--- config.mk ---
export PLATFORM = sky130hd
export DESIGN_NAME = i2c_bitbang_master_sequencer_unit
export DESIGN_NICKNAME = d
export VERILOG_FILES = /design/src/design/i2cbm_pkg.sv /design/src/design/i2c_bitbang_master_sequencer_unit.sv /design/src/design/i2cbm_front.sv /design/src/design/i2cbm_engine.sv /design/src/design/i2cbm_outq.sv
export SDC_FILE = /design/constraint.sdc
export NUM_CORES = 1
export LEC_CHECK = 0
export BUFFER_PORTS_ARGS = -buffer_cell sky130_fd_sc_hd__buf_2
export CORE_MARGIN = 2
export CORE_UTILIZATION = 55
export CTS_CLUSTER_SIZE = 25
export DETAILED_ROUTE_END_ITERATION = 8
export PLACE_DENSITY = 0.71
export SYNTH_ARGS = -nofsm -noshare
export SYNTH_HDL_FRONTEND = slang
export SYNTH_SLANG_ARGS = --single-unit
--- constraint.sdc ---
create_clock -name clk_i -period 7.75 [get_ports clk_i]
set_input_delay 1.1625 -clock clk_i [delete_from_list [all_inputs] [get_ports clk_i]]
set_output_delay 1.1625 -clock clk_i [all_outputs]
set_load 0.01 [all_outputs]
--- src/design/i2cbm_pkg.sv ---
// i2cbm_pkg: types, codes and timing constants of the i2c bit-bang master sequencer
// used by every module of the block; depends on nothing
package i2cbm_pkg;

  localparam logic [2:0] REQ_CODE_TICK  = 3'd0;
  localparam logic [2:0] REQ_CODE_START = 3'd1;
  localparam logic [2:0] REQ_CODE_STOP  = 3'd2;
  localparam logic [2:0] REQ_CODE_WRITE = 3'd3;
  localparam logic [2:0] REQ_CODE_READ  = 3'd4;
  localparam logic [2:0] REQ_CODE_WACK  = 3'd5;

  localparam logic       CFG_TPM      = 1'b0;
  localparam logic       CFG_TIMEOUT  = 1'b1;
  localparam logic [7:0] TPM_RESET    = 8'd1;
  localparam logic [7:0] TIMEOUT_RESET = 8'd250;

  localparam logic [2:0] START_A_US = 3'd5;
  localparam logic [2:0] START_B_US = 3'd6;
  localparam logic [2:0] STOP_US    = 3'd6;
  localparam logic [2:0] BIT_US     = 3'd2;
  localparam logic [2:0] RHIGH_US   = 3'd1;
  localparam logic [2:0] AHIGH_US   = 3'd5;
  localparam logic [2:0] KREL_US    = 3'd1;
  localparam logic [2:0] POLL_US    = 3'd0;

  localparam logic [3:0] BITS_PER_BYTE = 4'd8;

  typedef enum logic [2:0] {
    REQ_TICK,
    REQ_START,
    REQ_STOP,
    REQ_WRITE,
    REQ_READ,
    REQ_WACK,
    REQ_NONE
  } req_e;

  typedef enum logic [3:0] {
    ST_IDLE,
    ST_START_A,
    ST_START_B,
    ST_STOP_A,
    ST_STOP_B,
    ST_W_SETUP,
    ST_W_HIGH,
    ST_W_LOW,
    ST_R_LOW,
    ST_R_HIGH,
    ST_A_SETUP,
    ST_A_HIGH,
    ST_K_REL,
    ST_K_HIGH,
    ST_K_POLL
  } step_e;

  typedef struct packed {
    logic [2:0] req_type;
    logic [7:0] data_byte;
    logic       send_ack;
    logic       sda_sample;
  } in_item_t;

  typedef struct packed {
    req_e       kind;
    logic [7:0] data_byte;
    logic       send_ack;
    logic       sda_sample;
  } cmd_t;

  typedef struct packed {
    logic       scl_level;
    logic       sda_level;
    logic       sda_drive;
    logic       busy_res;
    logic       done_res;
    logic [7:0] read_data;
    logic       ack_failed;
  } res_t;

endpackage

--- src/design/i2c_bitbang_master_sequencer_unit.sv ---
// i2c_bitbang_master_sequencer_unit: top level of the i2c bit-bang master sequencer
// depends on i2cbm_pkg, i2cbm_front, i2cbm_engine and i2cbm_outq
//
//   port group   dir   handshake                 beat
//   request      in    push / full               i2cbm_pkg::in_item_t
//   result       out   empty / pop               i2cbm_pkg::res_t
//   config       in    cfg_we_i, cfg_idx_i       cfg_wdata_i, 8 bits
//
// one request beat is taken per cycle while the request queue is not full
// a request passes the request queue, then the sequencer step, into the result queue
// reset leaves the bus released (scl, sda high, sda driven) and both queues empty
// a stalled result side fills the two-entry result queue, then the request queue
module i2c_bitbang_master_sequencer_unit (
  input  logic                clk_i,
  input  logic                rst_ni,
  input  logic                push,
  output logic                full,
  input  i2cbm_pkg::in_item_t in_item_i,
  output logic                empty,
  input  logic                pop,
  output i2cbm_pkg::res_t     out_item_o,
  input  logic                cfg_we_i,
  input  logic                cfg_idx_i,
  input  logic [7:0]          cfg_wdata_i
);

  logic            cmd_valid;
  logic            cmd_take;
  i2cbm_pkg::cmd_t cmd;
  logic            res_full;
  logic            res_push;
  i2cbm_pkg::res_t res;

  i2cbm_front u_front (
    .clk_i       (clk_i),
    .rst_ni      (rst_ni),
    .push        (push),
    .full        (full),
    .in_item_i   (in_item_i),
    .cmd_valid_o (cmd_valid),
    .cmd_o       (cmd),
    .cmd_take_i  (cmd_take)
  );

  i2cbm_engine u_engine (
    .clk_i       (clk_i),
    .rst_ni      (rst_ni),
    .cfg_we_i    (cfg_we_i),
    .cfg_idx_i   (cfg_idx_i),
    .cfg_wdata_i (cfg_wdata_i),
    .cmd_valid_i (cmd_valid),
    .cmd_i       (cmd),
    .cmd_take_o  (cmd_take),
    .res_full_i  (res_full),
    .res_push_o  (res_push),
    .res_o       (res)
  );

  i2cbm_outq u_outq (
    .clk_i      (clk_i),
    .rst_ni     (rst_ni),
    .res_push_i (res_push),
    .res_i      (res),
    .res_full_o (res_full),
    .empty      (empty),
    .pop        (pop),
    .out_item_o (out_item_o)
  );

endmodule

--- src/design/i2cbm_front.sv ---
// i2cbm_front: accepts request beats, classifies the request code and
// holds classified commands in a two-entry queue; depends on i2cbm_pkg
module i2cbm_front (
  input  logic                clk_i,
  input  logic                rst_ni,
  input  logic                push,
  output logic                full,
  input  i2cbm_pkg::in_item_t in_item_i,
  output logic                cmd_valid_o,
  output i2cbm_pkg::cmd_t     cmd_o,
  input  logic                cmd_take_i
);

  i2cbm_pkg::cmd_t  slot_q [2];
  i2cbm_pkg::cmd_t  cls;
  logic             wr_ptr_q, wr_ptr_d;
  logic             rd_ptr_q, rd_ptr_d;
  logic [1:0]       cnt_q, cnt_d;
  logic             wr_en;

  always_comb begin
    cls.data_byte  = in_item_i.data_byte;
    cls.send_ack   = in_item_i.send_ack;
    cls.sda_sample = in_item_i.sda_sample;
    case (in_item_i.req_type)
      i2cbm_pkg::REQ_CODE_TICK:  cls.kind = i2cbm_pkg::REQ_TICK;
      i2cbm_pkg::REQ_CODE_START: cls.kind = i2cbm_pkg::REQ_START;
      i2cbm_pkg::REQ_CODE_STOP:  cls.kind = i2cbm_pkg::REQ_STOP;
      i2cbm_pkg::REQ_CODE_WRITE: cls.kind = i2cbm_pkg::REQ_WRITE;
      i2cbm_pkg::REQ_CODE_READ:  cls.kind = i2cbm_pkg::REQ_READ;
      i2cbm_pkg::REQ_CODE_WACK:  cls.kind = i2cbm_pkg::REQ_WACK;
      default:                   cls.kind = i2cbm_pkg::REQ_NONE;
    endcase
  end

  assign full        = (cnt_q == 2'd2);
  assign wr_en       = push && !full;
  assign cmd_valid_o = (cnt_q != 2'd0);
  assign cmd_o       = slot_q[rd_ptr_q];

  always_comb begin
    wr_ptr_d = wr_ptr_q ^ wr_en;
    rd_ptr_d = rd_ptr_q ^ cmd_take_i;
    cnt_d    = cnt_q + {1'b0, wr_en} - {1'b0, cmd_take_i};
  end

  always_ff @(posedge clk_i or negedge rst_ni) begin
    if (!rst_ni) begin
      wr_ptr_q <= 1'b0;
      rd_ptr_q <= 1'b0;
      cnt_q    <= 2'd0;
    end else begin
      wr_ptr_q <= wr_ptr_d;
      rd_ptr_q <= rd_ptr_d;
      cnt_q    <= cnt_d;
    end
  end

  always_ff @(posedge clk_i) begin
    if (wr_en) begin
      slot_q[wr_ptr_q] <= cls;
    end
  end

endmodule

--- src/design/i2cbm_engine.sv ---
// i2cbm_engine: config registers; the bus sequencer carries out one classified
// command per cycle, unless res_full_i, and forms its result; uses i2cbm_pkg
module i2cbm_engine (
  input  logic             clk_i,
  input  logic             rst_ni,
  input  logic             cfg_we_i,
  input  logic             cfg_idx_i,
  input  logic [7:0]       cfg_wdata_i,
  input  logic             cmd_valid_i,
  input  i2cbm_pkg::cmd_t  cmd_i,
  output logic             cmd_take_o,
  input  logic             res_full_i,
  output logic             res_push_o,
  output i2cbm_pkg::res_t  res_o
);

  logic [7:0]          tpm_q, timeout_q;
  i2cbm_pkg::step_e    step_q, step_d;
  logic [10:0]         delay_q, delay_d;
  logic [3:0]          bit_idx_q, bit_idx_d;
  logic [7:0]          shift_q, shift_d;
  logic [7:0]          poll_q, poll_d;
  logic                ack_choice_q, ack_choice_d;
  logic                scl_q, scl_d;
  logic                sda_q, sda_d;
  logic                dir_q, dir_d;
  logic                ack_fail_q, ack_fail_d;
  logic [7:0]          hold_q, hold_d;
  logic                done;
  logic                load;
  logic [2:0]          ph_us;
  logic [7:0]          tpm_eff;
  logic [3:0]          bit_inc;
  logic [7:0]          shift_in;
  logic                take;

  assign take       = cmd_valid_i && !res_full_i;
  assign cmd_take_o = take;
  assign res_push_o = take;
  assign tpm_eff    = (tpm_q == 8'd0) ? 8'd1 : tpm_q;
  assign bit_inc    = bit_idx_q + 4'd1;
  assign shift_in   = {shift_q[6:0], cmd_i.sda_sample};

  always_ff @(posedge clk_i or negedge rst_ni) begin
    if (!rst_ni) begin
      tpm_q     <= i2cbm_pkg::TPM_RESET;
      timeout_q <= i2cbm_pkg::TIMEOUT_RESET;
    end else if (cfg_we_i) begin
      case (cfg_idx_i)
        i2cbm_pkg::CFG_TPM:     tpm_q     <= cfg_wdata_i;
        i2cbm_pkg::CFG_TIMEOUT: timeout_q <= cfg_wdata_i;
        default:                tpm_q     <= tpm_q;
      endcase
    end
  end

  // next state
  always_comb begin
    step_d       = step_q;
    delay_d      = delay_q;
    bit_idx_d    = bit_idx_q;
    shift_d      = shift_q;
    poll_d       = poll_q;
    ack_choice_d = ack_choice_q;
    scl_d        = scl_q;
    sda_d        = sda_q;
    dir_d        = dir_q;
    ack_fail_d   = ack_fail_q;
    hold_d       = hold_q;
    done         = 1'b0;
    load         = 1'b0;
    ph_us        = i2cbm_pkg::POLL_US;
    if (take) begin
      if (step_q != i2cbm_pkg::ST_IDLE) begin
        if (cmd_i.kind == i2cbm_pkg::REQ_TICK) begin
          if (step_q == i2cbm_pkg::ST_K_POLL) begin
            if (!cmd_i.sda_sample) begin
              scl_d      = 1'b0;
              ack_fail_d = 1'b0;
              step_d     = i2cbm_pkg::ST_IDLE;
              done       = 1'b1;
            end else if (poll_q >= timeout_q) begin
              ack_fail_d = 1'b1;
              dir_d      = 1'b1;
              scl_d      = 1'b1;
              sda_d      = 1'b0;
              step_d     = i2cbm_pkg::ST_STOP_A;
              load       = 1'b1;
              ph_us      = i2cbm_pkg::STOP_US;
            end else begin
              poll_d = poll_q + 8'd1;
            end
          end else if (delay_q > 11'd1) begin
            delay_d = delay_q - 11'd1;
          end else begin
            case (step_q)
              i2cbm_pkg::ST_START_A: begin
                sda_d  = 1'b0;
                step_d = i2cbm_pkg::ST_START_B;
                load   = 1'b1;
                ph_us  = i2cbm_pkg::START_B_US;
              end
              i2cbm_pkg::ST_START_B: begin
                scl_d = 1'b0;
                done  = 1'b1;
              end
              i2cbm_pkg::ST_STOP_A: begin
                sda_d  = 1'b1;
                step_d = i2cbm_pkg::ST_STOP_B;
                load   = 1'b1;
                ph_us  = i2cbm_pkg::STOP_US;
              end
              i2cbm_pkg::ST_W_SETUP: begin
                scl_d  = 1'b1;
                step_d = i2cbm_pkg::ST_W_HIGH;
                load   = 1'b1;
                ph_us  = i2cbm_pkg::BIT_US;
              end
              i2cbm_pkg::ST_W_HIGH: begin
                scl_d  = 1'b0;
                step_d = i2cbm_pkg::ST_W_LOW;
                load   = 1'b1;
                ph_us  = i2cbm_pkg::BIT_US;
              end
              i2cbm_pkg::ST_W_LOW: begin
                bit_idx_d = bit_inc;
                if (bit_inc >= i2cbm_pkg::BITS_PER_BYTE) begin
                  done = 1'b1;
                end else begin
                  sda_d  = shift_q[~bit_inc[2:0]];
                  step_d = i2cbm_pkg::ST_W_SETUP;
                  load   = 1'b1;
                  ph_us  = i2cbm_pkg::BIT_US;
                end
              end
              i2cbm_pkg::ST_R_LOW: begin
                scl_d  = 1'b1;
                step_d = i2cbm_pkg::ST_R_HIGH;
                load   = 1'b1;
                ph_us  = i2cbm_pkg::RHIGH_US;
              end
              i2cbm_pkg::ST_R_HIGH: begin
                shift_d   = shift_in;
                bit_idx_d = bit_inc;
                scl_d     = 1'b0;
                load      = 1'b1;
                ph_us     = i2cbm_pkg::BIT_US;
                if (bit_inc >= i2cbm_pkg::BITS_PER_BYTE) begin
                  hold_d = shift_in;
                  dir_d  = 1'b1;
                  sda_d  = !ack_choice_q;
                  step_d = i2cbm_pkg::ST_A_SETUP;
                end else begin
                  step_d = i2cbm_pkg::ST_R_LOW;
                end
              end
              i2cbm_pkg::ST_A_SETUP: begin
                scl_d  = 1'b1;
                step_d = i2cbm_pkg::ST_A_HIGH;
                load   = 1'b1;
                ph_us  = i2cbm_pkg::AHIGH_US;
              end
              i2cbm_pkg::ST_A_HIGH: begin
                scl_d = 1'b0;
                done  = 1'b1;
              end
              i2cbm_pkg::ST_K_REL: begin
                dir_d  = 1'b0;
                scl_d  = 1'b1;
                step_d = i2cbm_pkg::ST_K_HIGH;
                load   = 1'b1;
                ph_us  = i2cbm_pkg::RHIGH_US;
              end
              i2cbm_pkg::ST_K_HIGH: begin
                step_d = i2cbm_pkg::ST_K_POLL;
                load   = 1'b1;
                ph_us  = i2cbm_pkg::POLL_US;
              end
              default: begin
                done = 1'b1;
              end
            endcase
            if (done) begin
              step_d  = i2cbm_pkg::ST_IDLE;
              delay_d = 11'd0;
            end
          end
        end
      end else begin
        case (cmd_i.kind)
          i2cbm_pkg::REQ_START: begin
            dir_d  = 1'b1;
            sda_d  = 1'b1;
            scl_d  = 1'b1;
            step_d = i2cbm_pkg::ST_START_A;
            load   = 1'b1;
            ph_us  = i2cbm_pkg::START_A_US;
          end
          i2cbm_pkg::REQ_STOP: begin
            dir_d  = 1'b1;
            scl_d  = 1'b1;
            sda_d  = 1'b0;
            step_d = i2cbm_pkg::ST_STOP_A;
            load   = 1'b1;
            ph_us  = i2cbm_pkg::STOP_US;
          end
          i2cbm_pkg::REQ_WRITE: begin
            shift_d   = cmd_i.data_byte;
            bit_idx_d = 4'd0;
            dir_d     = 1'b1;
            scl_d     = 1'b0;
            sda_d     = cmd_i.data_byte[7];
            step_d    = i2cbm_pkg::ST_W_SETUP;
            load      = 1'b1;
            ph_us     = i2cbm_pkg::BIT_US;
          end
          i2cbm_pkg::REQ_READ: begin
            ack_choice_d = cmd_i.send_ack;
            shift_d      = 8'd0;
            bit_idx_d    = 4'd0;
            dir_d        = 1'b0;
            scl_d        = 1'b0;
            step_d       = i2cbm_pkg::ST_R_LOW;
            load         = 1'b1;
            ph_us        = i2cbm_pkg::BIT_US;
          end
          i2cbm_pkg::REQ_WACK: begin
            poll_d = 8'd0;
            sda_d  = 1'b1;
            step_d = i2cbm_pkg::ST_K_REL;
            load   = 1'b1;
            ph_us  = i2cbm_pkg::KREL_US;
          end
          default: begin
            step_d = step_q;
          end
        endcase
      end
      if (load) begin
        delay_d = 11'(ph_us) * 11'(tpm_eff);
      end
    end
  end

  // result beat
  always_comb begin
    res_o.scl_level  = scl_d;
    res_o.sda_level  = sda_d;
    res_o.sda_drive  = dir_d;
    res_o.busy_res   = (step_d != i2cbm_pkg::ST_IDLE);
    res_o.done_res   = done;
    res_o.read_data  = hold_d;
    res_o.ack_failed = ack_fail_d;
  end

  always_ff @(posedge clk_i or negedge rst_ni) begin
    if (!rst_ni) begin
      step_q       <= i2cbm_pkg::ST_IDLE;
      delay_q      <= 11'd0;
      bit_idx_q    <= 4'd0;
      shift_q      <= 8'd0;
      poll_q       <= 8'd0;
      ack_choice_q <= 1'b0;
      scl_q        <= 1'b1;
      sda_q        <= 1'b1;
      dir_q        <= 1'b1;
      ack_fail_q   <= 1'b0;
      hold_q       <= 8'd0;
    end else begin
      step_q       <= step_d;
      delay_q      <= delay_d;
      bit_idx_q    <= bit_idx_d;
      shift_q      <= shift_d;
      poll_q       <= poll_d;
      ack_choice_q <= ack_choice_d;
      scl_q        <= scl_d;
      sda_q        <= sda_d;
      dir_q        <= dir_d;
      ack_fail_q   <= ack_fail_d;
      hold_q       <= hold_d;
    end
  end

endmodule

--- src/design/i2cbm_outq.sv ---
// i2cbm_outq: two-entry result queue between the sequencer and the result port
// depends on i2cbm_pkg
module i2cbm_outq (
  input  logic             clk_i,
  input  logic             rst_ni,
  input  logic             res_push_i,
  input  i2cbm_pkg::res_t  res_i,
  output logic             res_full_o,
  output logic             empty,
  input  logic             pop,
  output i2cbm_pkg::res_t  out_item_o
);

  i2cbm_pkg::res_t  slot_q [2];
  logic             wr_ptr_q, wr_ptr_d;
  logic             rd_ptr_q, rd_ptr_d;
  logic [1:0]       cnt_q, cnt_d;
  logic             rd_en;

  assign res_full_o = (cnt_q == 2'd2);
  assign empty      = (cnt_q == 2'd0);
  assign rd_en      = pop && !empty;
  assign out_item_o = slot_q[rd_ptr_q];

  always_comb begin
    wr_ptr_d = wr_ptr_q ^ res_push_i;
    rd_ptr_d = rd_ptr_q ^ rd_en;
    cnt_d    = cnt_q + {1'b0, res_push_i} - {1'b0, rd_en};
  end

  always_ff @(posedge clk_i or negedge rst_ni) begin
    if (!rst_ni) begin
      wr_ptr_q <= 1'b0;
      rd_ptr_q <= 1'b0;
      cnt_q    <= 2'd0;
    end else begin
      wr_ptr_q <= wr_ptr_d;
      rd_ptr_q <= rd_ptr_d;
      cnt_q    <= cnt_d;
    end
  end

  always_ff @(posedge clk_i) begin
    if (res_push_i) begin
      slot_q[wr_ptr_q] <= res_i;
    end
  end

endmodule
Word level (Yosys, flattened, before mapping)
Memory sizes are Yosys's and may differ from the RTL's. Cells that the tools add are included. W data, S select, Z words.

Add/sub/neg operators: 7. $mul: 1. $lt $le $gt $ge: 4. Equality and inequality tests: 34. Mux-type cells: 120. Bitwise logic cells: 7. Reductions and logical operators: 39.

Operators by type and width (count): $mux W8 (19); $mux W11 (6); $mux W4 (15); $mux W1 (56); $pmux W4 S10 (1); $eq A4 B4 Y1 const B (7); $mux W3 (7); $pmux W4 S5 (1); $pmux W3 S6 (1); $reduce_and A6 Y1 (3); $ne A2 B2 Y1 const B (8); $pmux W8 S2 (1); $pmux W3 S5 (1); $eq A3 B2 Y1 const B (4); $eq A3 B3 Y1 const B (4); $eq A4 B3 Y1 const B (3); $pmux W1 S2 (6); $pmux W3 S4 (1); $reduce_or A2 Y1 (6); $gt A11 B1 Y1 const B (1); $mul A3 B8 Y11 (1); $sub A11 B1 Y11 const B (1); $reduce_bool A2 Y1 (5); $reduce_or A9 Y1 (1); 32 further kinds (53).

Bits in registers: 72. Bits in writable memories: 54. Bits of input ports: 27. Output and inout port bits: 16. Logic and storage cells: 233. Memories kept: 2.

Memory list: u_outq.slot_q (depth 2, bits a word 14, read ports 1, clocked after Yosys merged registers in 0, write ports 1, RTL line i2cbm_outq.sv:14) `i2cbm_pkg::res_t slot_q [2];`; u_front.slot_q (depth 2, bits a word 13, read ports 1, clocked after Yosys merged registers in 0, write ports 1, RTL line i2cbm_front.sv:14) `i2cbm_pkg::cmd_t slot_q [2];`.

Depth between registers and ports, before layout
Gate-level depths: netlist (run 1).

Depth after elaboration: 16. Mapped depth: 20. Depth with buffers taken out: 20.

Cells and area by module
A second synthesis (run 1) with hierarchy kept.

Cell total of the unflattened synthesis: 679. Area total of the unflattened synthesis: 7368.3 um^2.

Modules (own cells, without submodules): i2cbm_engine (instances 1, cells each 555, area each 4928.5 um^2, seq. area each 1614.0 um^2); i2cbm_outq (instances 1, cells each 62, area each 1272.5 um^2, seq. area each 940.9 um^2); i2cbm_front (instances 1, cells each 62, area each 1167.4 um^2, seq. area each 880.8 um^2).

Worst setup path after synthesis (run 1)
No wires, ideal clock.

Kind: register to register. From: reg u_engine.step_q[1]. To: reg u_engine.delay_q[10]. Setup time: 0.101 ns. Arrival time: 4.037 ns. Data required time: 7.649 ns. Slack: 3.612 ns. Stages on the path, launching flop included: 19. Buffers on the path: 2. Period minus slack after synthesis: 4.138 ns. Cells stage by stage: dfrtp_1 > clkbuf_1 > nor4_2 > clkbuf_1 > nand2_1 > o21ai_0 > nor3_1 > and2_1 > fa_1 > ha_1 > inv_1 > fa_1 > nor2b_1 > o31ai_1 > a21boi_0 > o21a_1 > o21a_1 > nor3_1 > o32ai_1.

Cells in the longest elaborated chain, start to end: 10. Elaborated cells between the ends (all ways): 41. Those cells by class: mul: 1; eq/ne: 12; mux: 19; reduce/logical: 9.

RTL lines: from (decl) (RTL line i2cbm_engine.sv:18) `i2cbm_pkg::step_e step_q, step_d;`; from (signal assigned) (RTL line i2cbm_engine.sv:258) `step_q <= i2cbm_pkg::ST_IDLE;`; from (signal assigned) (RTL line i2cbm_engine.sv:270) `step_q <= step_d;`; $eq A4 B3 Y1, or another cell as far along (RTL line i2cbm_engine.sv:96) `case (step_q)`; $reduce_or A3 Y1 (no line), or another cell as far along; $pmux W3 S5 / $pmux W1 S2 (equally long branches) (RTL line i2cbm_engine.sv:96); $mux W3 / $mux W1 (equally long branches) (RTL line i2cbm_engine.sv:93) `end else if (delay_q > 11'd1) begin`; $mux W3 / $mux W1 (equally long branches) (RTL line i2cbm_engine.sv:76) `if (step_q == i2cbm_pkg::ST_K_POLL) begin`; $mux W3 / $mux W1 (equally long branches) (RTL line i2cbm_engine.sv:75) `if (cmd_i.kind == i2cbm_pkg::REQ_TICK) begin`; $mux W3 / $mux W1 (equally long branches) (RTL line i2cbm_engine.sv:74) `if (step_q != i2cbm_pkg::ST_IDLE) begin`; $mux W3 / $mux W1 (equally long branches) (RTL line i2cbm_engine.sv:73) `if (take) begin`; $mul A3 B8 Y11, or another cell as far along (RTL line i2cbm_engine.sv:240) `delay_d = 11'(ph_us) * 11'(tpm_eff);`; $mux W11 / $reduce_and A5 Y1 (equally long branches); to (signal assigned) (RTL line i2cbm_engine.sv:271) `delay_q <= delay_d;`; to (decl) (RTL line i2cbm_engine.sv:19) `logic [10:0] delay_q, delay_d;`.

Several ways; a longest one is shown, not always the timed one. The select of a mux whose other input is x is not followed. A chain may end at the register's enable or synchronous reset.

Worst setup path after layout (run 1)
From: reg u_front.rd_ptr_q. To: reg u_engine.delay_q[10].

Cells in the longest elaborated chain, start to end: 8. Elaborated cells between the ends (all ways): 28. Those cells by class: mul: 1; eq/ne: 6; mux: 13; reduce/logical: 7; memory: 1.

RTL lines: from (decl) (RTL line i2cbm_front.sv:17) `logic rd_ptr_q, rd_ptr_d;`; from (signal assigned) (RTL line i2cbm_front.sv:54) `rd_ptr_q <= rd_ptr_d;`; $mem_v2 Z2 W13 *; $eq A3 B2 Y1, or another cell as far along (RTL line i2cbm_engine.sv:190) `case (cmd_i.kind)`; $reduce_or A2 Y1 (no line), or another cell as far along; $pmux W3 S4, or another cell as far along (RTL line i2cbm_engine.sv:190); $mux W3 / $mux W1 (equally long branches) (RTL line i2cbm_engine.sv:74); $mux W3 / $mux W1 (equally long branches) (RTL line i2cbm_engine.sv:73); $mul A3 B8 Y11, or another cell as far along (RTL line i2cbm_engine.sv:240); $mux W11 / $reduce_and A5 Y1 (equally long branches).

Every way passes the cells marked *; elsewhere a longest branch is shown, timed or not. The select of a mux whose other input is x is not followed.

==> results.py, run 1 <==
metrics = {
    "floorplan": {
        "die_y_um": 117.8,
        "initial_core_util_pct": 56.43,
        "io_pins": 43,
        "fp.dieArea_um2": 13870,
        "rows": 41,
        "dieWidth_um": 117.8,
        "coreArea_um2": 12620,
    },
    "worst_setup_path": {
        "required_ps": 8050,
        "worst-r2r-setup-slack_ps": 2710,
        "worst_setup_path_end_kind": "flip-flop",
        "crit_fanout": 25,
        "start_kind": "flip-flop",
        "critical_path_class": "reg -> reg",
        "cp_data_arrival_time_ps": 5350,
    },
    "power_and_ir_drop": {
        "power_density_nw_per_um2": 359.7,
        "p_leak_uw": 0.003400,
        "ir_drop_mv": 0.2207,
        "finalPower_uw": 2876,
    },
    "timing": {
        "post-route-min-period_ps": 5043,
        "worst_pin_slew_ps": 978.5,
        "relSlewSlack_pct": 34.77,
        "report.final.slew_viol_count": 0,
        "fin_tns_setup_ps": 0,
        "setup_violations": 0,
        "rsz0062_at_grt": "no",
        "hold_viol": 0,
        "fin_crit_sh_pct": 65.08,
        "finalClockSkew_ps": 19.30,
        "fmax_mhz": 198.3,
    },
    "synthesis": {
        "syn_avg_cell_area_um2": 10.77,
        "synth_adder_area_share_pct": 7.238,
        "postSynthCellCount": 661,
        "synth_cell_types": 77,
        "netlist.area_leader.share_pct": 22.77,
        "synth_compound_area_share_pct": 12.46,
        "async_reset_ff_share_pct": 57.14,
        "synth_top_family_by_area": "simple AND/OR/NAND/NOR gates",
        "synth.top_cells.by_area": "edfxtp_1 23%, dfrtp_1 22%, ha_1 5.3%",
        "synth-simple-area-share_pct": 14.05,
        "syn_nets": 725,
        "seq_area_frac_synth_pct": 48.24,
        "synth_area_um2": 7122,
        "synth_top_area_cell": "edfxtp_1",
        "synth_mux_area_share_pct": 11.03,
        "synth_edf_count": 54,
        "synth.most_common_cell": "dfrtp_1",
        "yosysWarnings": 0,
        "synth_top_cells_by_count": "62 x dfrtp_1, 54 x edfxtp_1, 54 x nand2_1",
        "synthXorXnorAreaFrac_pct": 2.829,
        "synthFlopType": "dfrtp_1",
        "ys_ff_latch": 126,
    },
    "placed_design": {
        "hpwl_um": 10710,
        "portBuffers": 42,
        "gp_congestion": 0.9293,
        "place_area_um2": 7440,
    },
    "finish": {
        "n_antenna_cell": 0,
        "area_delta_synth_final_pct": 12.28,
        "final_cell_area_um2": 7996,
        "fin_nets": 758,
        "layout-drive-gt1-share_pct": 19.66,
        "fillers": 1026,
        "utilization_pct": 63.37,
    },
    "global_route": {
        "grt_pass1_wl_um": 25560,
        "grt_max_degree": 73,
        "track_usage_pct": 23.39,
        "gr-total-overflow": 0,
        "antenna_found_initial": 0,
        "grt_pass1_vias": 4995,
    },
    "detailed_routing": {
        "wl_per_cell_um": 17.48,
        "vias": 5215,
        "routed_wl_um": 15370,
        "viasPerCell": 5.933,
        "ant_nets": 0,
        "drt-pass1-iter-count": 7,
        "first_iter_violations": 602,
        "drc": 0,
    },
    "clocking": {
        "postCtsSetupRepairBufs": 0,
        "clkSinkCount": 126,
        "clock_latency_ps": 430,
        "cts_resized": 0,
        "cts_tree": "done",
        "cts-hold-fix-buffers": 0,
        "clk_pin_slew_ps": 60,
        "cts_made_buffers": 17,
        "cts_buffer_depth": 2,
        "cts_root_buffer": "clkbuf_16",
        "htree_levels": 4,
    },
    "flow_run": {
        "drv_cap": 0,
    },
    "worst_hold_path": {
        "hp-class": "reg -> reg",
    },
    "run_status": {
        "outcome": "finished, final reports clean",
    },
}
## cell type report
class	count	area [um^2]	area share, %
multi-input combinational	459	3391	42.40
tap	172	215.2	2.691
timing repair buffer	44	225.2	2.816
inverter	46	172.7	2.159
sequential	126	3436	42.97
clock buffer	19	442.9	5.539
clock inverter	13	113.9	1.424
## flip-flops by register name, indices dropped and copies added, names as in the netlist, 2 cells and up
register,flops
u_outq.slot_q,28
u_front.slot_q,26
u_engine.delay_q,11
u_engine.hold_q,8
u_engine.poll_q,8
u_engine.shift_q,8
u_engine.timeout_q,8
u_engine.tpm_q,8
u_engine.bit_idx_q,4
u_engine.step_q,4
u_front.cnt_q,2
u_outq.cnt_q,2
## critical path: stages, from the launching register on
cell and delay, ps:
dfrtp_1 980, mux2i_1 770, nand2_1 250, a21oi_1 320, nor3_1 190, and2_1 210
fa_1 510, ha_1 170, inv_1 60, fa_1 400, nor2b_1 150, o31ai_1 100
a21boi_0 250, o21a_1 170, o21a_1 120, nor3_1 40, o32ai_1 220
## cell families after synthesis
group | after synthesis
xor gates and xnor gates | 23
adders and majority gates | 37
AOI/OAI and AO/OA | 137
DFF | 126
and+or+nand+nor | 195
muxes | 67
buffers and inverters | 76
## placed cells by master, fill, tap and decap left out, types with 4 or more instances in the layout
cell | netlist | layout
and3_1 | 4 | 4
o21a_1 | 5 | 5
nand2_1 | 54 | 54
o21ai_0 | 33 | 33
dfstp_2 | 10 | 10
nand4_1 | 6 | 6
xor2_1 | 12 | 12
xnor2_1 | 11 | 11
ha_1 | 30 | 30
o21ai_1 | 9 | 9
mux2_2 | 30 | 30
and2_1 | 6 | 6
buf_2 | 8 | 42
nand2b_1 | 4 | 4
mux2_4 | 8 | 8
nand3_1 | 16 | 16
mux2_1 | 7 | 7
fa_1 | 7 | 7
a21oi_1 | 30 | 30
o211ai_1 | 6 | 6
o22ai_1 | 7 | 7
a31oi_1 | 6 | 6
clkbuf_16 | 0 | 17
clkinv_2 | 0 | 4
dfrtp_1 | 62 | 62
nor2_1 | 49 | 49
nor4_1 | 7 | 7
edfxtp_1 | 54 | 54
mux2i_1 | 19 | 19
a21o_1 | 4 | 4
nor2b_1 | 9 | 9
inv_1 | 44 | 44
nor3_1 | 15 | 15
## routing by layer
layer | wire [um] | global-route usage, % | vias up
met3 | 971 | 5.475 | 28
met4 | 261 | 8.434 | 0
met1 | 7121 | 33.29 | 2518
met2 | 7014 | 35.17 | 196
met5 | 0 | 0 | -
li1 | - | - | 2473
## where the power goes
part	internal [uW]	total (uW)	leakage, uW	switching, uW
combinational	416	968	0.00172	552
clock	449	751	0.000275	302
sequential	940	1160	0.00141	216
total	1810	2880	0.00340	1070
## final timing paths
check / cells past startpoint / start / to
min: 1 / u_front.cnt_q[1] / u_front.cnt_q[1]
min reg2reg: 1 / u_front.cnt_q[1] / u_front.cnt_q[1]
max: 16 / u_front.rd_ptr_q / u_engine.delay_q[10]
max reg2reg: 16 / u_front.rd_ptr_q / u_engine.delay_q[10]
min in group asynchronous: 2 / rst_ni / u_front.wr_ptr_q
max in group asynchronous: 2 / rst_ni / u_engine.delay_q[10]
## per-stage QoR
stage / std cells / worst slack (ps) / hold slack (ps)
global route: 879 / 2235 / 500.8
global placement: 847 / 2994 / 473.3
CTS: 879 / 2723 / 491.4
detailed placement: 847 / 2743 / 481.3
finish: 879 / 2707 / 489.0
floorplan: 661 / 3612 / 459.8
No activity file was read; power rests on OpenSTA's default activity.
==> run 2: changes to the inputs <==
==> constraint.sdc (replaced) <==
create_clock -name clk_i -period 5.3 [get_ports clk_i]
set_input_delay 0.795 -clock clk_i [delete_from_list [all_inputs] [get_ports clk_i]]
set_output_delay 0.795 -clock clk_i [all_outputs]
set_load 0.01 [all_outputs]
==> results.py, run 2 (same netlist as run 1, synthesis figures left out) <==
metrics = {
    "finish": {
        "fin_nets": 763,
        "final_cell_mix": "62 x dfrtp_1, 54 x nand2_1, 54 x edfxtp_1",
        "largest_reg_flops": 28,
        "reg.largest.list": "u_outq.slot_q x28, u_front.slot_q x26, u_engine.delay_q x11",
        "area_delta_synth_final_pct": 13.49,
        "final_common_cell": "dfrtp_1",
        "n_antenna_cell": 0,
        "layout-drive-gt1-share_pct": 20.51,
        "regMostFlops": "u_outq.slot_q",
    },
    "placed_design": {
        "dp_slack_ps": 614.5,
        "hpwl_um": 10710,
        "portBuffers": 42,
        "gp_congestion": 0.8859,
    },
    "timing": {
        "layout_setup_ws_ps": 537.8,
        "finalClockSkew_ps": 15.65,
        "worst_pin_slew_ps": 872.8,
        "fmax_mhz": 210.0,
        "post-route-min-period_ps": 4762,
        "hold_viol": 0,
        "rsz0062_at_grt": "no",
        "setup_violations": 0,
        "relSlewSlack_pct": 41.64,
        "fin_crit_sh_pct": 89.85,
        "fin_tns_setup_ps": 0,
        "report.final.slew_viol_count": 0,
    },
    "worst_setup_path": {
        "critical_path_class": "reg -> reg",
        "start_kind": "flip-flop",
        "cp_data_arrival_time_ps": 5030,
        "crit_fanout": 7,
        "critical_path.top_delay_family": "simple AND/OR/NAND/NOR gates",
        "required_ps": 5560,
        "worst-r2r-setup-slack_ps": 540,
        "critPathMaxStageDelay_ps": 540,
        "crit_slowest_cell": "nor3_1",
        "crit_cells": 20,
        "crit_top_cell": "nor3_1",
        "rr_worst_depth": 20,
        "worst-path-buf-inv": 2,
        "worstPathCellList": "inv_1, ha_1, nand2_1, nor3_1, a21oi_1, nand2_1, o21ai_0, nor3_1, and2_1, fa_1, ha_1, inv_1, fa_1, nor2b_1, o31ai_1, a21boi_0, o21a_1, o21a_1, nor3_1, o32ai_1",
        "worst_setup_path_end_kind": "flip-flop",
    },
    "power_and_ir_drop": {
        "power_density_nw_per_um2": 530.3,
        "ir_drop_mv": 0.3267,
        "p_leak_uw": 0.003446,
    },
    "global_route": {
        "gr-total-overflow": 0,
        "grt_max_degree": 39,
        "antenna_found_initial": 0,
        "grt_pass1_vias": 4936,
        "track_usage_pct": 22.78,
        "grt_pass1_wl_um": 25260,
    },
    "floorplan": {
        "die_y_um": 117.8,
        "initial_core_util_pct": 56.43,
        "fp.dieArea_um2": 13870,
        "rows": 41,
        "dieWidth_um": 117.8,
        "io_pins": 43,
        "coreArea_um2": 12620,
    },
    "detailed_routing": {
        "viasPerCell": 5.856,
        "routed_wl_um": 14870,
        "vias": 5177,
        "drt-pass1-iter-count": 5,
        "drc": 0,
        "ant_nets": 0,
        "wl_per_cell_um": 16.82,
        "first_iter_violations": 511,
    },
    "flow_run": {
        "drv_cap": 0,
    },
    "clocking": {
        "clock_latency_ps": 420,
        "cts_made_buffers": 17,
        "postCtsSetupRepairBufs": 0,
        "cts-hold-fix-buffers": 0,
        "cts_tree": "done",
        "clk_pin_slew_ps": 70,
        "cts_root_buffer": "clkbuf_16",
        "cts_resized": 0,
        "cts_buffer_depth": 2,
        "htree_levels": 4,
        "clkSinkCount": 126,
    },
    "worst_hold_path": {
        "hp-class": "in -> async",
    },
    "run_status": {
        "outcome": "finished, final reports clean",
    },
}
## run 2: changes by cell type in the layout (fill, tap and decap cells not counted), sizes merged
cell    before  now
inv         48   53
clkinv       9    4
buf         44   49
## run 2: final cells by class
type	count	area, um^2
multi-input combinational	459	3391
inverter	46	172.7
fill	1035	4537
timing repair buffer	49	262.8
clock inverter	13	141.4
sequential	126	3436
tap	172	215.2
clock buffer	19	464.2
## run 2: where the power goes
| part | switching, uW | total [uW] | leakage [uW] | internal, uW |
|---|---|---|---|---|
| Combinational | 831 | 1450 | 0.00174 | 622 |
| Clock | 465 | 1170 | 0.000298 | 704 |
| Sequential | 288 | 1660 | 0.00141 | 1380 |
| Total | 1580 | 4290 | 0.00345 | 2700 |
## run 2: per-stage QoR
stage          cell area, um^2  hold WS (ps)  total power, uW  util (%)  std cells
2_1_floorplan             7122         459.8             2705         -        661
3_3_place_gp              7477         474.9             3071     59.25        852
3_5_place_dp              7477         481.1             3121     59.25        852
4_1_cts                   8083         475.2             4304     64.05        884
5_1_grt                   8083         519.3             4549     64.05        884
6_report                  8083         450.1             4286     64.05        884
## run 2: path summary, 6_finish.rpt
path                                               to                   from
worst max-delay path             u_engine.delay_q[10]  u_engine.timeout_q[6]
worst min-delay path            u_engine.bit_idx_q[3]                 rst_ni
worst max register to register   u_engine.delay_q[10]  u_engine.timeout_q[6]
worst min register to register       u_front.cnt_q[1]       u_front.cnt_q[1]
max in group asynchronous              u_engine.sda_q                 rst_ni
min in group clk_i                   u_front.cnt_q[1]       u_front.cnt_q[1]
## run 2: layer usage
layer	global-route usage [%]	up-vias	routed length (um)
met5	0	-	0
met4	8.434	0	191
met3	4.312	17	902
met2	33.61	184	6702
met1	33.58	2490	7077
li1	-	2486	-
==> run 3: changes to the inputs <==
==> constraint.sdc (replaced) <==
create_clock -name clk_i -period 5.6 [get_ports clk_i]
set_input_delay 0.84 -clock clk_i [delete_from_list [all_inputs] [get_ports clk_i]]
set_output_delay 0.84 -clock clk_i [all_outputs]
set_load 0.01 [all_outputs]
==> results.py, run 3 (same netlist as run 1, synthesis figures left out) <==
metrics = {
    "timing": {
        "relSlewSlack_pct": 39.96,
        "rsz0062_at_grt": "no",
        "post-route-min-period_ps": 4730,
        "report.final.slew_viol_count": 0,
        "setup_violations": 0,
        "finalClockSkew_ps": 8.413,
        "fmax_mhz": 211.4,
        "fin_crit_sh_pct": 84.46,
        "layout_setup_ws_ps": 870.0,
        "hold_viol": 0,
        "fin_tns_setup_ps": 0,
        "worst_pin_slew_ps": 900.6,
    },
    "clocking": {
        "clock_latency_ps": 420,
        "clk_pin_slew_ps": 60,
        "clkSinkCount": 126,
        "cts_tree": "done",
        "cts_root_buffer": "clkbuf_16",
        "cts-hold-fix-buffers": 0,
        "htree_levels": 4,
        "cts_resized": 0,
        "postCtsSetupRepairBufs": 0,
        "cts_buffer_depth": 2,
        "cts_made_buffers": 17,
    },
    "power_and_ir_drop": {
        "power_density_nw_per_um2": 501.3,
        "ir_drop_mv": 0.3133,
        "p_leak_uw": 0.003421,
    },
    "global_route": {
        "track_usage_pct": 22.62,
        "gr-total-overflow": 0,
        "antenna_found_initial": 0,
        "grt_max_degree": 73,
        "grt_pass1_vias": 4938,
        "grt_pass1_wl_um": 24960,
    },
    "floorplan": {
        "initial_core_util_pct": 56.43,
        "die_y_um": 117.8,
        "fp.dieArea_um2": 13870,
        "coreArea_um2": 12620,
        "io_pins": 43,
        "dieWidth_um": 117.8,
        "rows": 41,
    },
    "worst_setup_path": {
        "required_ps": 5870,
        "worstPathCellList": "inv_1, ha_1, nand2_1, nor3_1, a21oi_1, nand2_1, o21ai_0, nor3_1, and2_1, fa_1, ha_1, inv_1, fa_1, nor2b_1, o31ai_1, a21boi_0, o21a_1, o21a_1, nor3_1, o32ai_1",
        "crit_top_cell": "nor3_1",
        "crit_fanout": 7,
        "cp_data_arrival_time_ps": 5000,
        "crit_slowest_cell": "dfstp_2",
        "start_kind": "flip-flop",
        "critical_path_class": "reg -> reg",
        "rr_worst_depth": 20,
        "regToRegStartpoint": "u_engine.timeout_q[7]",
        "worst_setup_path_end_kind": "flip-flop",
        "worst-r2r-setup-slack_ps": 870,
        "cp-startpoint": "u_engine.timeout_q[7]",
        "crit_end": "u_engine.delay_q[10]",
        "critPathMaxStageDelay_ps": 520,
        "r2r-end": "u_engine.delay_q[10]",
    },
    "finish": {
        "area_delta_synth_final_pct": 13.12,
        "largest_reg_flops": 28,
        "final_cell_mix": "62 x dfrtp_1, 54 x nand2_1, 54 x edfxtp_1",
        "fin_nets": 762,
        "reg.largest.list": "u_outq.slot_q x28, u_front.slot_q x26, u_engine.delay_q x11",
        "stdcell_count": 883,
        "fillers": 1013,
        "layout-drive-gt1-share_pct": 20.25,
        "regMostFlops": "u_outq.slot_q",
        "n_antenna_cell": 0,
        "final_common_cell": "dfrtp_1",
    },
    "placed_design": {
        "hpwl_um": 10390,
        "portBuffers": 42,
        "dp_slack_ps": 909.0,
        "placedCellCount": 851,
        "gp_congestion": 0.9157,
    },
    "detailed_routing": {
        "ant_nets": 0,
        "vias": 5179,
        "viasPerCell": 5.865,
        "first_iter_violations": 460,
        "wl_per_cell_um": 16.87,
        "drt-pass1-iter-count": 7,
        "routed_wl_um": 14890,
        "drc": 0,
    },
    "flow_run": {
        "drv_cap": 0,
    },
    "worst_hold_path": {
        "hp-class": "reg -> reg",
    },
    "run_status": {
        "outcome": "finished, final reports clean",
    },
}
-- run 3: power by group --
part | total [uW] | switching [uW] | internal (uW)
sequential | 1560 | 257 | 1300
clock | 1080 | 425 | 660
combinational | 1400 | 806 | 589
total | 4040 | 1490 | 2550
-- run 3: worst max-delay path: cells and delay by family, from the launching register on --
family                     cells  cell delay (ps)
AOI/OAI and AO/OA              7             1340
adders and majority gates      4             1130
buffers and inverters          2              110
DFF                            1              520
and+or+nand+nor                7             1470
-- run 3: worst min-delay path by stage --
| stage | start | end | slack [ps] | depth (start not counted) |
|---|---|---|---|---|
| after CTS | u_front.cnt_q[1] | u_front.cnt_q[1] | 490 | 1 |
| after floorplan | u_front.cnt_q[1] | u_front.cnt_q[1] | 460 | 1 |
| after global routing | u_front.cnt_q[1] | u_front.cnt_q[1] | 530 | 1 |
| final | u_front.cnt_q[1] | u_front.cnt_q[1] | 490 | 1 |
| after detailed placement | u_front.cnt_q[1] | u_front.cnt_q[1] | 480 | 1 |
| after global placement | u_front.cnt_q[1] | u_front.cnt_q[1] | 480 | 1 |
-- run 3: layout make-up --
cell class	instances	area (um^2)	share of cell area, %
clock buffer	17	425.4	5.280
clock inverter	15	161.4	2.003
multi-input combinational	459	3391	42.09
timing repair buffer	48	255.2	3.168
sequential	126	3436	42.65
tap	172	215.2	2.671
inverter	46	172.7	2.143
-- run 3: per-stage QoR --
stage          util, %  instance area [um^2]  hold slack (ps)  power, uW
3_3_place_gp     59.19                  7470            475.0       2895
4_1_cts          63.84                  8056            491.3       4054
3_5_place_dp     59.19                  7470            481.7       2949
2_1_floorplan        -                  7122            459.8       2560
5_1_grt          63.84                  8056            526.4       4277
6_report         63.84                  8056            486.8       4039
-- run 3: layer usage --
metal,up-vias,share of wire [%],global-route usage (%)
li1,2474,-,-
met1,2495,47,32.50
met2,175,45,33.50
met3,35,6.4,5.184
met4,0,2.1,8.660
met5,-,0,0
